<file path="config.mk">
export PLATFORM = sky130hd
export DESIGN_NAME = chunk_pad_delimit_encoder_core
export DESIGN_NICKNAME = d
export VERILOG_FILES = /design/src/rtl/cpde_pkg.sv /design/src/rtl/chunk_pad_delimit_encoder_core.sv /design/src/rtl/cpde_cfg_regs.sv
export SDC_FILE = /design/constraint.sdc
export NUM_CORES = 1
export LEC_CHECK = 0
export BUFFER_PORTS_ARGS = -buffer_cell sky130_fd_sc_hd__buf_4
export CAP_MARGIN = 20
export CORE_ASPECT_RATIO = 1.1
export CORE_MARGIN = 2
export CORE_UTILIZATION = 40
export CTS_BUF_LIST = sky130_fd_sc_hd__clkbuf_2
export CTS_CLUSTER_SIZE = 25
export DETAILED_ROUTE_END_ITERATION = 10
export PLACE_DENSITY_LB_ADDON = 0.08
export SLEW_MARGIN = 10
export SYNTH_ARGS = -nofsm -noshare
export SYNTH_HDL_FRONTEND = slang
export SYNTH_SLANG_ARGS = --single-unit
</file>
<file path="constraint.sdc">
create_clock -name clk -period 15.28 [get_ports clk]
set_input_delay 2.292 -clock clk [delete_from_list [all_inputs] [get_ports clk]]
set_output_delay 2.292 -clock clk [all_outputs]
set_load 0.01 [all_outputs]
</file>
<file path="src/rtl/cpde_pkg.sv">
// shared types and constants of the chunk pad and delimit encoder
package cpde_pkg;

    // default upper bound on the chunk length
    localparam int DEFAULT_MAX_CHUNK_SIZE = 4096;
    // chunk length that still keeps a padding run inside 12 bits
    localparam int RUN_LIMIT = 4096;

    // configuration port geometry
    localparam int CFG_ADDR_W = 5;
    localparam int CFG_DATA_W = 64;

    // register indexes (byte address is 8 times the index)
    localparam logic [1:0] REG_CHUNK_SIZE          = 2'd0;
    localparam logic [1:0] REG_CHUNK_INDEX_LIMIT   = 2'd1;
    localparam logic [1:0] REG_MESSAGE_INDEX_LIMIT = 2'd2;

    // register reset values
    localparam logic [12:0] RST_CHUNK_SIZE          = 13'd256;
    localparam logic [31:0] RST_CHUNK_INDEX_LIMIT   = '1;
    localparam logic [63:0] RST_MESSAGE_INDEX_LIMIT = '1;

    // delimiter codes
    localparam logic [7:0] DELIM_MORE    = 8'd0;
    localparam logic [7:0] DELIM_FINAL   = 8'd1;
    localparam logic [7:0] DELIM_PADDED  = 8'd2;

    // padding byte choices
    localparam logic [7:0] PAD_AFTER_ZERO = 8'h01;
    localparam logic [7:0] PAD_DEFAULT    = 8'h00;

    // result kinds
    typedef enum logic [1:0] {
        KIND_DATA  = 2'd0,
        KIND_PAD   = 2'd1,
        KIND_DELIM = 2'd2,
        KIND_ERROR = 2'd3
    } kind_t;

    // configuration registers as seen by the datapath
    typedef struct packed {
        logic [12:0] chunk_size;
        logic [31:0] chunk_index_limit;
        logic [63:0] message_index_limit;
    } cfg_t;

    // one result slot of a request's result group
    typedef struct packed {
        kind_t       kind;
        logic [7:0]  value;
        logic [11:0] run;
    } slot_t;

endpackage

</file>
<file path="src/rtl/chunk_pad_delimit_encoder_core.sv">
// top level of the chunk pad and delimit encoder
//
//   channel   direction  handshake                  payload
//   input     in         in_valid / in_stall        data_byte, last_of_message
//   output    out        out_valid / out_stall      item_kind, byte_value, run_length,
//                                                   chunk_index, message_index, last_result
//   config    in         psel/penable/pwrite/pready paddr, pwdata, prdata
//
// a request passes an input register, then one combinational step that builds its
// whole result group (0 to 3 results) into a group register. while the output does
// not stall, results leave one per cycle from the group register, so a request with n
// results holds the output until all are taken; one-result requests sustain one per cycle.
// reset clears counters, flags and all valid state; no clearing pass is needed.
// while the output stalls, one more request is taken into the input register.
module chunk_pad_delimit_encoder_core #(
    parameter int MAX_CHUNK_SIZE = cpde_pkg::DEFAULT_MAX_CHUNK_SIZE
) (
    input  logic                            clk,
    input  logic                            rst_n,
    input  logic                            in_valid,
    output logic                            in_stall,
    input  logic [7:0]                      data_byte,
    input  logic                            last_of_message,
    output logic                            out_valid,
    input  logic                            out_stall,
    output logic [1:0]                      item_kind,
    output logic [7:0]                      byte_value,
    output logic [11:0]                     run_length,
    output logic [31:0]                     chunk_index,
    output logic [63:0]                     message_index,
    output logic                            last_result,
    input  logic                            psel,
    input  logic                            penable,
    input  logic                            pwrite,
    input  logic [cpde_pkg::CFG_ADDR_W-1:0] paddr,
    input  logic [cpde_pkg::CFG_DATA_W-1:0] pwdata,
    output logic [cpde_pkg::CFG_DATA_W-1:0] prdata,
    output logic                            pready
);

    localparam int CS_TOP = (MAX_CHUNK_SIZE > cpde_pkg::RUN_LIMIT) ?
                            cpde_pkg::RUN_LIMIT : MAX_CHUNK_SIZE;

    cpde_pkg::cfg_t cfg;

    // input register
    logic        in_vld_reg;
    logic [7:0]  in_byte_reg;
    logic        in_last_reg;

    // message state
    logic [11:0] pos_reg,   pos_next;
    logic [31:0] chunk_reg, chunk_next;
    logic [63:0] msg_reg,   msg_next;
    logic        fail_reg,  fail_next;
    logic        drop_reg,  drop_next;

    // result group register
    logic [1:0]             cnt_reg, cnt_next;
    cpde_pkg::slot_t        slot_reg [3];
    cpde_pkg::slot_t        slot_next [3];
    logic [31:0]            tag_chunk_reg;
    logic [63:0]            tag_msg_reg;

    logic [12:0] cs_top;
    logic [12:0] cs_eff;
    logic [12:0] pos_inc;
    logic [11:0] pad_run;
    logic        over_limit;
    logic        take;
    logic        group_free;
    logic        move;
    logic        accept;

    cpde_cfg_regs u_cfg_regs (
        .clk     (clk),
        .rst_n   (rst_n),
        .psel    (psel),
        .penable (penable),
        .pwrite  (pwrite),
        .paddr   (paddr),
        .pwdata  (pwdata),
        .prdata  (prdata),
        .pready  (pready),
        .cfg     (cfg)
    );

    // handshake control
    assign take       = (cnt_reg != 2'd0) && !out_stall;
    assign group_free = (cnt_reg == 2'd0) || (take && (cnt_reg == 2'd1));
    assign move       = in_vld_reg && group_free;
    assign in_stall   = in_vld_reg && !group_free;
    assign accept     = in_valid && !in_stall;

    // effective chunk length, clamped to the supported range
    assign cs_top = 13'(CS_TOP);
    always_comb
    begin
        if (cfg.chunk_size > cs_top)
            cs_eff = cs_top;
        else if (cfg.chunk_size < 13'd2)
            cs_eff = 13'd2;
        else
            cs_eff = cfg.chunk_size;
    end

    assign pos_inc    = {1'b0, pos_reg} + 13'd1;
    assign pad_run    = 12'(cs_eff - pos_inc);
    assign over_limit = (chunk_reg > cfg.chunk_index_limit) ||
                        (msg_reg > cfg.message_index_limit);

    // build the result group and next state for the request in the input register
    always_comb
    begin
        pos_next   = pos_reg;
        chunk_next = chunk_reg;
        msg_next   = msg_reg;
        fail_next  = fail_reg;
        drop_next  = drop_reg;
        cnt_next   = 2'd0;
        for (int i = 0; i < 3; i++)
        begin
            slot_next[i].kind  = cpde_pkg::KIND_ERROR;
            slot_next[i].value = 8'd0;
            slot_next[i].run   = 12'd0;
        end

        if (fail_reg)
        begin
            // sticky failure: one error per request
            cnt_next = 2'd1;
        end
        else if (drop_reg)
        begin
            // rest of a rejected message gives nothing
            if (in_last_reg)
            begin
                drop_next  = 1'b0;
                pos_next   = 12'd0;
                chunk_next = 32'd0;
            end
        end
        else if (over_limit)
        begin
            cnt_next = 2'd1;
            if (in_last_reg)
            begin
                pos_next   = 12'd0;
                chunk_next = 32'd0;
            end
            else
            begin
                drop_next = 1'b1;
            end
        end
        else
        begin
            slot_next[0].kind  = cpde_pkg::KIND_DATA;
            slot_next[0].value = in_byte_reg;
            slot_next[0].run   = 12'd1;
            if (in_last_reg)
            begin
                // close the message, padded unless it ends on a chunk boundary
                if (pos_inc < cs_eff)
                begin
                    cnt_next           = 2'd3;
                    slot_next[1].kind  = cpde_pkg::KIND_PAD;
                    slot_next[1].value = (in_byte_reg == 8'd0) ?
                                         cpde_pkg::PAD_AFTER_ZERO : cpde_pkg::PAD_DEFAULT;
                    slot_next[1].run   = pad_run;
                    slot_next[2].kind  = cpde_pkg::KIND_DELIM;
                    slot_next[2].value = cpde_pkg::DELIM_PADDED;
                    slot_next[2].run   = 12'd1;
                end
                else
                begin
                    cnt_next           = 2'd2;
                    slot_next[1].kind  = cpde_pkg::KIND_DELIM;
                    slot_next[1].value = cpde_pkg::DELIM_FINAL;
                    slot_next[1].run   = 12'd1;
                end
                if (msg_reg == '1)
                    fail_next = 1'b1;
                msg_next   = msg_reg + 64'd1;
                pos_next   = 12'd0;
                chunk_next = 32'd0;
            end
            else if (pos_inc >= cs_eff)
            begin
                // chunk full: delimiter, or error when the chunk counter is spent
                cnt_next = 2'd2;
                pos_next = 12'd0;
                if (chunk_reg == '1)
                begin
                    drop_next = 1'b1;
                end
                else
                begin
                    slot_next[1].kind  = cpde_pkg::KIND_DELIM;
                    slot_next[1].value = cpde_pkg::DELIM_MORE;
                    slot_next[1].run   = 12'd1;
                    chunk_next         = chunk_reg + 32'd1;
                end
            end
            else
            begin
                cnt_next = 2'd1;
                pos_next = pos_inc[11:0];
            end
        end
    end

    // input register control
    always_ff @(posedge clk or negedge rst_n)
    begin
        if (!rst_n)
            in_vld_reg <= 1'b0;
        else if (accept)
            in_vld_reg <= 1'b1;
        else if (move)
            in_vld_reg <= 1'b0;
    end

    // input register payload
    always_ff @(posedge clk)
    begin
        if (accept)
        begin
            in_byte_reg <= data_byte;
            in_last_reg <= last_of_message;
        end
    end

    // message state and group count
    always_ff @(posedge clk or negedge rst_n)
    begin
        if (!rst_n)
        begin
            pos_reg   <= 12'd0;
            chunk_reg <= 32'd0;
            msg_reg   <= 64'd0;
            fail_reg  <= 1'b0;
            drop_reg  <= 1'b0;
            cnt_reg   <= 2'd0;
        end
        else if (move)
        begin
            pos_reg   <= pos_next;
            chunk_reg <= chunk_next;
            msg_reg   <= msg_next;
            fail_reg  <= fail_next;
            drop_reg  <= drop_next;
            cnt_reg   <= cnt_next;
        end
        else if (take)
        begin
            cnt_reg <= cnt_reg - 2'd1;
        end
    end

    // result group payload, shifted down as results leave
    always_ff @(posedge clk)
    begin
        if (move)
        begin
            slot_reg[0]   <= slot_next[0];
            slot_reg[1]   <= slot_next[1];
            slot_reg[2]   <= slot_next[2];
            tag_chunk_reg <= chunk_reg;
            tag_msg_reg   <= msg_reg;
        end
        else if (take)
        begin
            slot_reg[0] <= slot_reg[1];
            slot_reg[1] <= slot_reg[2];
        end
    end

    // output fields
    assign out_valid     = (cnt_reg != 2'd0);
    assign item_kind     = slot_reg[0].kind;
    assign byte_value    = slot_reg[0].value;
    assign run_length    = slot_reg[0].run;
    assign chunk_index   = tag_chunk_reg;
    assign message_index = tag_msg_reg;
    assign last_result   = (cnt_reg == 2'd1);

endmodule

</file>
<file path="src/rtl/cpde_cfg_regs.sv">
// configuration register file behind the apb-style port
module cpde_cfg_regs (
    input  logic                            clk,
    input  logic                            rst_n,
    input  logic                            psel,
    input  logic                            penable,
    input  logic                            pwrite,
    input  logic [cpde_pkg::CFG_ADDR_W-1:0] paddr,
    input  logic [cpde_pkg::CFG_DATA_W-1:0] pwdata,
    output logic [cpde_pkg::CFG_DATA_W-1:0] prdata,
    output logic                            pready,
    output cpde_pkg::cfg_t                  cfg
);

    logic [12:0] chunk_size_reg;
    logic [31:0] chunk_index_limit_reg;
    logic [63:0] message_index_limit_reg;
    logic [1:0]  reg_sel;
    logic        wr_en;

    assign reg_sel = paddr[4:3];
    assign wr_en   = psel & penable & pwrite;
    assign pready  = 1'b1;

    // register writes in the access cycle
    always_ff @(posedge clk or negedge rst_n)
    begin
        if (!rst_n)
        begin
            chunk_size_reg          <= cpde_pkg::RST_CHUNK_SIZE;
            chunk_index_limit_reg   <= cpde_pkg::RST_CHUNK_INDEX_LIMIT;
            message_index_limit_reg <= cpde_pkg::RST_MESSAGE_INDEX_LIMIT;
        end
        else if (wr_en)
        begin
            unique case (reg_sel)
                cpde_pkg::REG_CHUNK_SIZE:
                    chunk_size_reg <= pwdata[12:0];
                cpde_pkg::REG_CHUNK_INDEX_LIMIT:
                    chunk_index_limit_reg <= pwdata[31:0];
                cpde_pkg::REG_MESSAGE_INDEX_LIMIT:
                    message_index_limit_reg <= pwdata;
                default:
                begin
                end
            endcase
        end
    end

    // read-back mux
    always_comb
    begin
        unique case (reg_sel)
            cpde_pkg::REG_CHUNK_SIZE:          prdata = {51'd0, chunk_size_reg};
            cpde_pkg::REG_CHUNK_INDEX_LIMIT:   prdata = {32'd0, chunk_index_limit_reg};
            cpde_pkg::REG_MESSAGE_INDEX_LIMIT: prdata = message_index_limit_reg;
            default:                           prdata = '0;
        endcase
    end

    assign cfg.chunk_size          = chunk_size_reg;
    assign cfg.chunk_index_limit   = chunk_index_limit_reg;
    assign cfg.message_index_limit = message_index_limit_reg;

endmodule
</file>
==> results of run 1 <==
[placed cells by master (no fill, tap or decap), types with 7 or more instances in the layout]
cell type    n
and4_1       8
nor4_1      27
xnor2_1     59
and2_1      61
clkbuf_2   159
mux2_2      15
and3_1      42
clkinv_1    21
nand3_1     53
o21a_1       7
nand2_1    218
nor3_1      22
buf_4      285
dfrtp_1    125
mux2i_1     14
inv_1      141
or3_1       11
nor2_1      78
a22o_1      21
nand4_1     45
xor2_1      38
a21oi_1     62
o211ai_1    15
a21o_1       8
edfxtp_1   145
dfstp_2     97
o21ai_0    134
nand2b_1     8
ha_1       125
nor2b_1      8
[worst reg2reg max path, stage by stage (launching register included)]
cell and delay (ns):
dfrtp_1 0.48, ha_1 0.27, nand3_1 0.13, nor2_1 0.29
and3_1 0.30, xor2_1 0.33, ha_1 0.32, nand4_1 0.18
or4_4 0.59, nand2_1 0.10, a211oi_1 0.08, or2_1 0.38
a2111oi_4 0.65, nand3_4 0.20, or4_1 0.50, o21ai_0 0.09
[per-layer routing]
layer,global-route usage,share of wire
met5,0,0
met3,0.04589,0.053
met4,0.07624,0.021
met1,0.2863,0.45
met2,0.3482,0.48
[cell families (layout without fill, tap and decap cells)]
| group | count (synthesis) | in the layout | synth area share |
|---|---|---|---|
| AOI/OAI and AO/OA | 299 | 299 | 0.09965 |
| xor gates and xnor gates | 97 | 97 | 0.04563 |
| adders and majority gates | 126 | 126 | 0.08507 |
| buffers and inverters | 231 | 612 | 0.05208 |
| DFF | 367 | 367 | 0.5387 |
| muxes | 30 | 30 | 0.01720 |
| other | 1 | 2 | 0.0002014 |
| and+or+nand+nor | 604 | 604 | 0.1615 |
[where the power goes]
| group | internal (mW) | switching [mW] |
|---|---|---|
| Clock | 0.289 | 0.423 |
| Combinational | 0.402 | 0.604 |
| Sequential | 1.35 | 0.130 |
| Total | 2.04 | 1.16 |
[how the worst max path moves through the flow]
stage / endpoint / slack, ns
final: prdata[25] / 9.29
after global routing: prdata[25] / 9.19
after CTS: prdata[29] / 9.30
after detailed placement: prdata[29] / 9.31
after global placement: prdata[24] / 9.31
after floorplan: chunk_reg[27] / 8.00
[cell type report]
cell class	count	area, sq um
Sequential cell	367	10030
Fill cell	4341	23690
Multi-Input combinational cell	1157	7679
Tap cell	588	735.7
Clock inverter	25	123.9
Clock buffer	159	795.8
Inverter	141	529.3
Antenna cell	1	2.502
Timing Repair Buffer	287	2175
[Yosys cell counts, types with 50 or more instances]
| cell | n | area share |
|---|---|---|
| nor2_1 | 79 | 0.016 |
| o21ai_0 | 135 | 0.036 |
| inv_1 | 141 | 0.028 |
| dfstp_2 | 97 | 0.14 |
| edfxtp_1 | 145 | 0.23 |
| and2_1 | 61 | 0.020 |
| a21oi_1 | 62 | 0.017 |
| clkbuf_1 | 50 | 0.010 |
| nand2_1 | 218 | 0.044 |
| nand3_1 | 53 | 0.014 |
| dfrtp_1 | 125 | 0.17 |
| ha_1 | 125 | 0.084 |
| xnor2_1 | 59 | 0.028 |
==> summary.txt, run 1 <==
Outcome
  • Outcome: finished clean

Timing
  • Period utilisation layout: 0.3921
  • Final hold vios: 0
  • Final min period: 5.992 ns
  • WHS: 0.5074 ns
  • Worst-margin pin slew: 1.035 ns
  • Max Freq: 166.9 MHz
  • Setup Viol. Count Final: 0
  • Max_slew headroom: 0.3044
  • Worst Skew: 0.06090 ns
  • Sum of negative setup slack: 0 ns
  • Max Slew Vio Count: 0
  • Final setup margin: 9.288 ns
  • RSZ-0062 raised after global routing: false

Min path
  • Worst hold stages: 0
  • Hold path startpoint: msg_reg[0]
  • Worst hold path class: flop to flop
  • Min-Delay Endpoint: message_index[0]

Critical path
  • Crit path launch: paddr[4]
  • Delay-heaviest family, CP: buffers and inverters
  • Reg-to-Reg Start: pos_reg[0]
  • Crit path launch type: input pin
  • Critical path data arrival time: 3.70 ns
  • CP Depth: 5
  • FF-to-FF setup slack: 10.31 ns
  • Setup crit end kind: output pin
  • R2R cell count: 15
  • Max incr delay on CP: 0.51 ns
  • Crit path buffers/inverters: 3
  • RR Endpoint: chunk_reg[27]
  • Slowest cell on the critical path: buf_4
  • Kind of critical path: input pin to output pin
  • Critical Path Fanout Max: 63
  • Required @ worst endpoint: 12.99 ns
  • Worst path most repeated cell: buf_4
  • CP Cell Sequence: buf_4 -> nor2b_4 -> buf_4 -> a22o_1 -> buf_4

Synthesis
  • Number of synthesized flops with an enable pin: 145
  • Register area share after synthesis: 0.5387
  • Seq cells post-synth: 367
  • Mapped Cells: 1755
  • Synth unique cells: 71
  • Synth Net Count: 1966
  • Ys flop type: edfxtp_1
  • Asr flop ratio synth: 0.6049
  • Syn. warnings: 0
  • Syn avg cell area: 10.61 sq um
  • Post-synthesis instance area: 18620 sq um

Placed design
  • Placed Area: 21130 sq um
  • HPWL after DPL: 36.76 mm
  • DP Cell Count: 2539
  • Post-place setup slack: 9.308 ns
  • I/O Buffers: 266
  • Routability cong.: 0.8478

Layout
  • Util after Layout: 0.4823
  • Nets: 2263
  • Finished Layout Cells: 2725
  • Ratio of cells with drive above 1 in the final layout: 0.2734
  • Area growth from synthesis to layout: 18.53%
  • Final Cell Area: 22070 sq um

GRT
  • Congestion Overflow GR: 0
  • Gr usage total: 0.2153
  • Largest net degree at the start of global routing: 97
  • Antenna violations before repair: 1
  • Vias in the first global route: 14240
  • Global-route wire length before repair: 80.41 mm

Power and ir drop
  • Pwr dens: 144.8 nW/um^2
  • Leakage: 10.21 nW
  • Max rail drop VDD: 0.06472 mV
  • Overall power: 3.196 mW

Floorplanning
  • Core Box Area: 45760 sq um
  • Die ar.: 48290 sq um
  • Die height: 230.3 um
  • Chip width: 209.7 um
  • Starting Density: 0.4069
  • Site Rows: 82
  • Ports: 271

Routing
  • Antenna-violating nets left: 0
  • Via Count: 14160
  • Residual DRC: 0
  • Detailed Route WL: 51.53 mm
  • Initial DRC Count: 694
  • Drt first pass iters: 5
  • Vias per cell: 5.196
  • Wire length per cell: 18.91 um

Clock network
  • Clk Latency, worst-skew pair: 1.05 ns
  • Cts hold-fix bufs: 0
  • CTS Buffer Depth: 3
  • H-tree depth: 3
  • Num CTS Buffers: 98
  • CTS tree: built
  • Clk slew on worst S/H paths: 0.10 ns
  • Post-cts sizing count: 0
  • CTS sink count: 367
  • Root buf cell: clkbuf_2
  • Number of setup buffers added after CTS: 0

Flow run
  • Maximum Capacitance Violations: 0
Power figures use the tool's default switching activity.
==> run 2, diff against run 1 <==
==> constraint.sdc (replaced) <==
create_clock -name clk -period 5.42 [get_ports clk]
set_input_delay 0.813 -clock clk [delete_from_list [all_inputs] [get_ports clk]]
set_output_delay 0.813 -clock clk [all_outputs]
set_load 0.01 [all_outputs]
==> run 2 against run 1 <==
Via count increased by 1.8%; critical endpoint is now chunk_reg[27]; clock skew decreased by 0.0042 ns; first-iteration DRC count decreased by 7.3%; utilization increased by 1.6 points.
==> summary.txt, run 2 (synthesis results as in run 1) <==
Placed design
  • I/O Buffers: 266 (unchanged)
  • HPWL after DPL: 36.46 mm (was 36.76 mm)
  • Routability cong.: 0.8375 (was 0.8478)

Clock network
  • Clk slew on worst S/H paths: 0.09 ns (was 0.10 ns)
  • CTS tree: built (unchanged)
  • Number of setup buffers added after CTS: 0 (unchanged)
  • Root buf cell: clkbuf_2 (unchanged)
  • Clk Latency, worst-skew pair: 1.02 ns (was 1.05 ns)
  • CTS Buffer Depth: 3 (unchanged)
  • Num CTS Buffers: 95 (was 98)
  • H-tree depth: 3 (unchanged)
  • CTS sink count: 367 (unchanged)

Timing
  • Setup Viol. Count Final: 0 (unchanged)
  • Worst-margin pin slew: 0.9427 ns (was 1.035 ns)
  • Worst Skew: 0.05666 ns (was 0.06090 ns)
  • Max Slew Vio Count: 0 (unchanged)
  • Final hold vios: 0 (unchanged)
  • Period utilisation layout: 0.8991
  • Final min period: 4.873 ns
  • Max_slew headroom: 0.3715 (was 0.3044)
  • RSZ-0062 raised after global routing: false (unchanged)
  • Sum of negative setup slack: 0 ns (unchanged)
  • Max Freq: 205.2 MHz

Routing
  • Antenna-violating nets left: 0 (unchanged)
  • Drt first pass iters: 5 (unchanged)
  • Initial DRC Count: 643 (was 694)
  • Residual DRC: 0 (unchanged)
  • Vias per cell: 5.157 (was 5.196)
  • Wire length per cell: 18.51 um (was 18.91 um)
  • Detailed Route WL: 51.72 mm (was 51.53 mm)
  • Via Count: 14410 (was 14160)

Floorplanning
  • Site Rows: 82 (unchanged)
  • Chip width: 209.7 um (unchanged)
  • Die ar.: 48290 sq um (unchanged)
  • Starting Density: 0.4069 (unchanged)
  • Ports: 271 (unchanged)
  • Die height: 230.3 um (unchanged)
  • Core Box Area: 45760 sq um (unchanged)

Critical path
  • Setup crit end kind: flop (was output pin)
  • Critical Path Fanout Max: 8 (was 63)
  • Critical path data arrival time: 5.78 ns (was 3.70 ns)
  • Crit path launch type: flop (was input pin)
  • Required @ worst endpoint: 6.33 ns (was 12.99 ns)
  • Kind of critical path: flop to flop (was input pin to output pin)

GRT
  • Global-route wire length before repair: 81.41 mm (was 80.41 mm)
  • Vias in the first global route: 14500 (was 14240)
  • Gr usage total: 0.2173 (was 0.2153)
  • Congestion Overflow GR: 0 (unchanged)
  • Antenna violations before repair: 1 (unchanged)
  • Largest net degree at the start of global routing: 128 (was 97)

Power and ir drop
  • Overall power: 9.003 mW (was 3.196 mW)
  • Max rail drop VDD: 0.2032 mV (was 0.06472 mV)
  • Leakage: 10.51 nW (was 10.21 nW)
  • Pwr dens: 394.9 nW/um^2 (was 144.8 nW/um^2)

Layout
  • Nets: 2334 (was 2263)
  • Area growth from synthesis to layout: 22.45% (was 18.53%)
  • Commonest cells after routing, fill and taps aside: buf_4, nand2_1, clkbuf_2, edfxtp_1, inv_1 (unchanged)
  • Fillers: 4354 (was 4341)
  • Ratio of cells with drive above 1 in the final layout: 0.2626 (was 0.2734)
  • Commonest non-fill, non-tap cell in the layout: buf_4 (unchanged)

Flow run
  • Maximum Capacitance Violations: 0 (unchanged)

Min path
  • Worst hold path class: input pin to flop (was flop to flop)

Outcome
  • Outcome: finished clean (unchanged)
==> run 2: changes by cell type in the layout (fill, tap and decap cells not counted), sizes merged <==
cell         change
clkinv           -2
dlygate4sd3     +75
clkbuf           -5
inv              +2
buf              -1
==> run 2: worst max-delay path: stages (launching register included) <==
cell,delay (ns)
dfrtp_1,0.46
ha_1,0.26
nand3_1,0.13
nor2_1,0.27
and3_1,0.30
and3_1,0.27
xnor2_1,0.12
ha_1,0.42
nand4_1,0.12
or4_4,0.45
nand2_1,0.09
a211oi_1,0.08
or2_1,0.37
a2111oi_4,0.70
nand3_4,0.19
or4_1,0.50
o21ai_0,0.08
==> run 2: layer usage <==
metal,share of wire,vias to the layer above,global-route usage
met5,0,-,0
met3,0.052,93,0.04603
met1,0.44,7010,0.2854
met2,0.48,353,0.3514
li1,-,6954,-
met4,0.029,0,0.08577
==> run 2: final timing paths <==
kind,start,endpoint,slack [ns],depth (start not counted)
max in group asynchronous,rst_n,msg_reg[62],3.77,3
min,out_stall,in_vld_reg,0.32,5
max reg2reg,pos_reg[0],chunk_reg[27],0.55,16
max,pos_reg[0],chunk_reg[27],0.55,16
min in group asynchronous,rst_n,msg_reg[15],0.48,2
min reg2reg,slot_reg[0][22],slot_reg[0][0],0.52,2
==> run 2: through the flow <==
step                setup WS [ns]  area (sq um)  cells  hold WS [ns]    util
floorplan                  0.8062         18620   1755        0.4642       -
global placement           0.6503         21150   2539        0.5015  0.4623
detailed placement         0.5980         21150   2539        0.5041  0.4623
CTS                        0.5825         22800   2793        0.1469  0.4982
global route               0.1921         22800   2794        0.2638  0.4983
finish                     0.5469         22800   2794        0.3249  0.4983
==> run 2: power breakdown <==
part	switching, mW	internal (mW)
registers	0.357	3.80
clock network	1.17	0.793
logic	1.71	1.18
total	3.23	5.77
==> run 2: timing repair <==
item | 4_1_cts | 5_1_grt
hold endpoints to repair | 200 | 0
resized for setup | 0 | 0
hold buffers | 75 | 0
==> run 2: area by class of cell <==
class | count | area, sq um | area share
Timing Repair Buffer | 361 | 2930 | 0.1285
Tap cell | 588 | 735.7 | 0.03227
Sequential cell | 367 | 10030 | 0.4399
Antenna cell | 1 | 2.502 | 0.0001098
Clock buffer | 154 | 770.7 | 0.03380
Clock inverter | 25 | 122.6 | 0.005378
Multi-Input combinational cell | 1157 | 7679 | 0.3368
Inverter | 141 | 529.3 | 0.02321
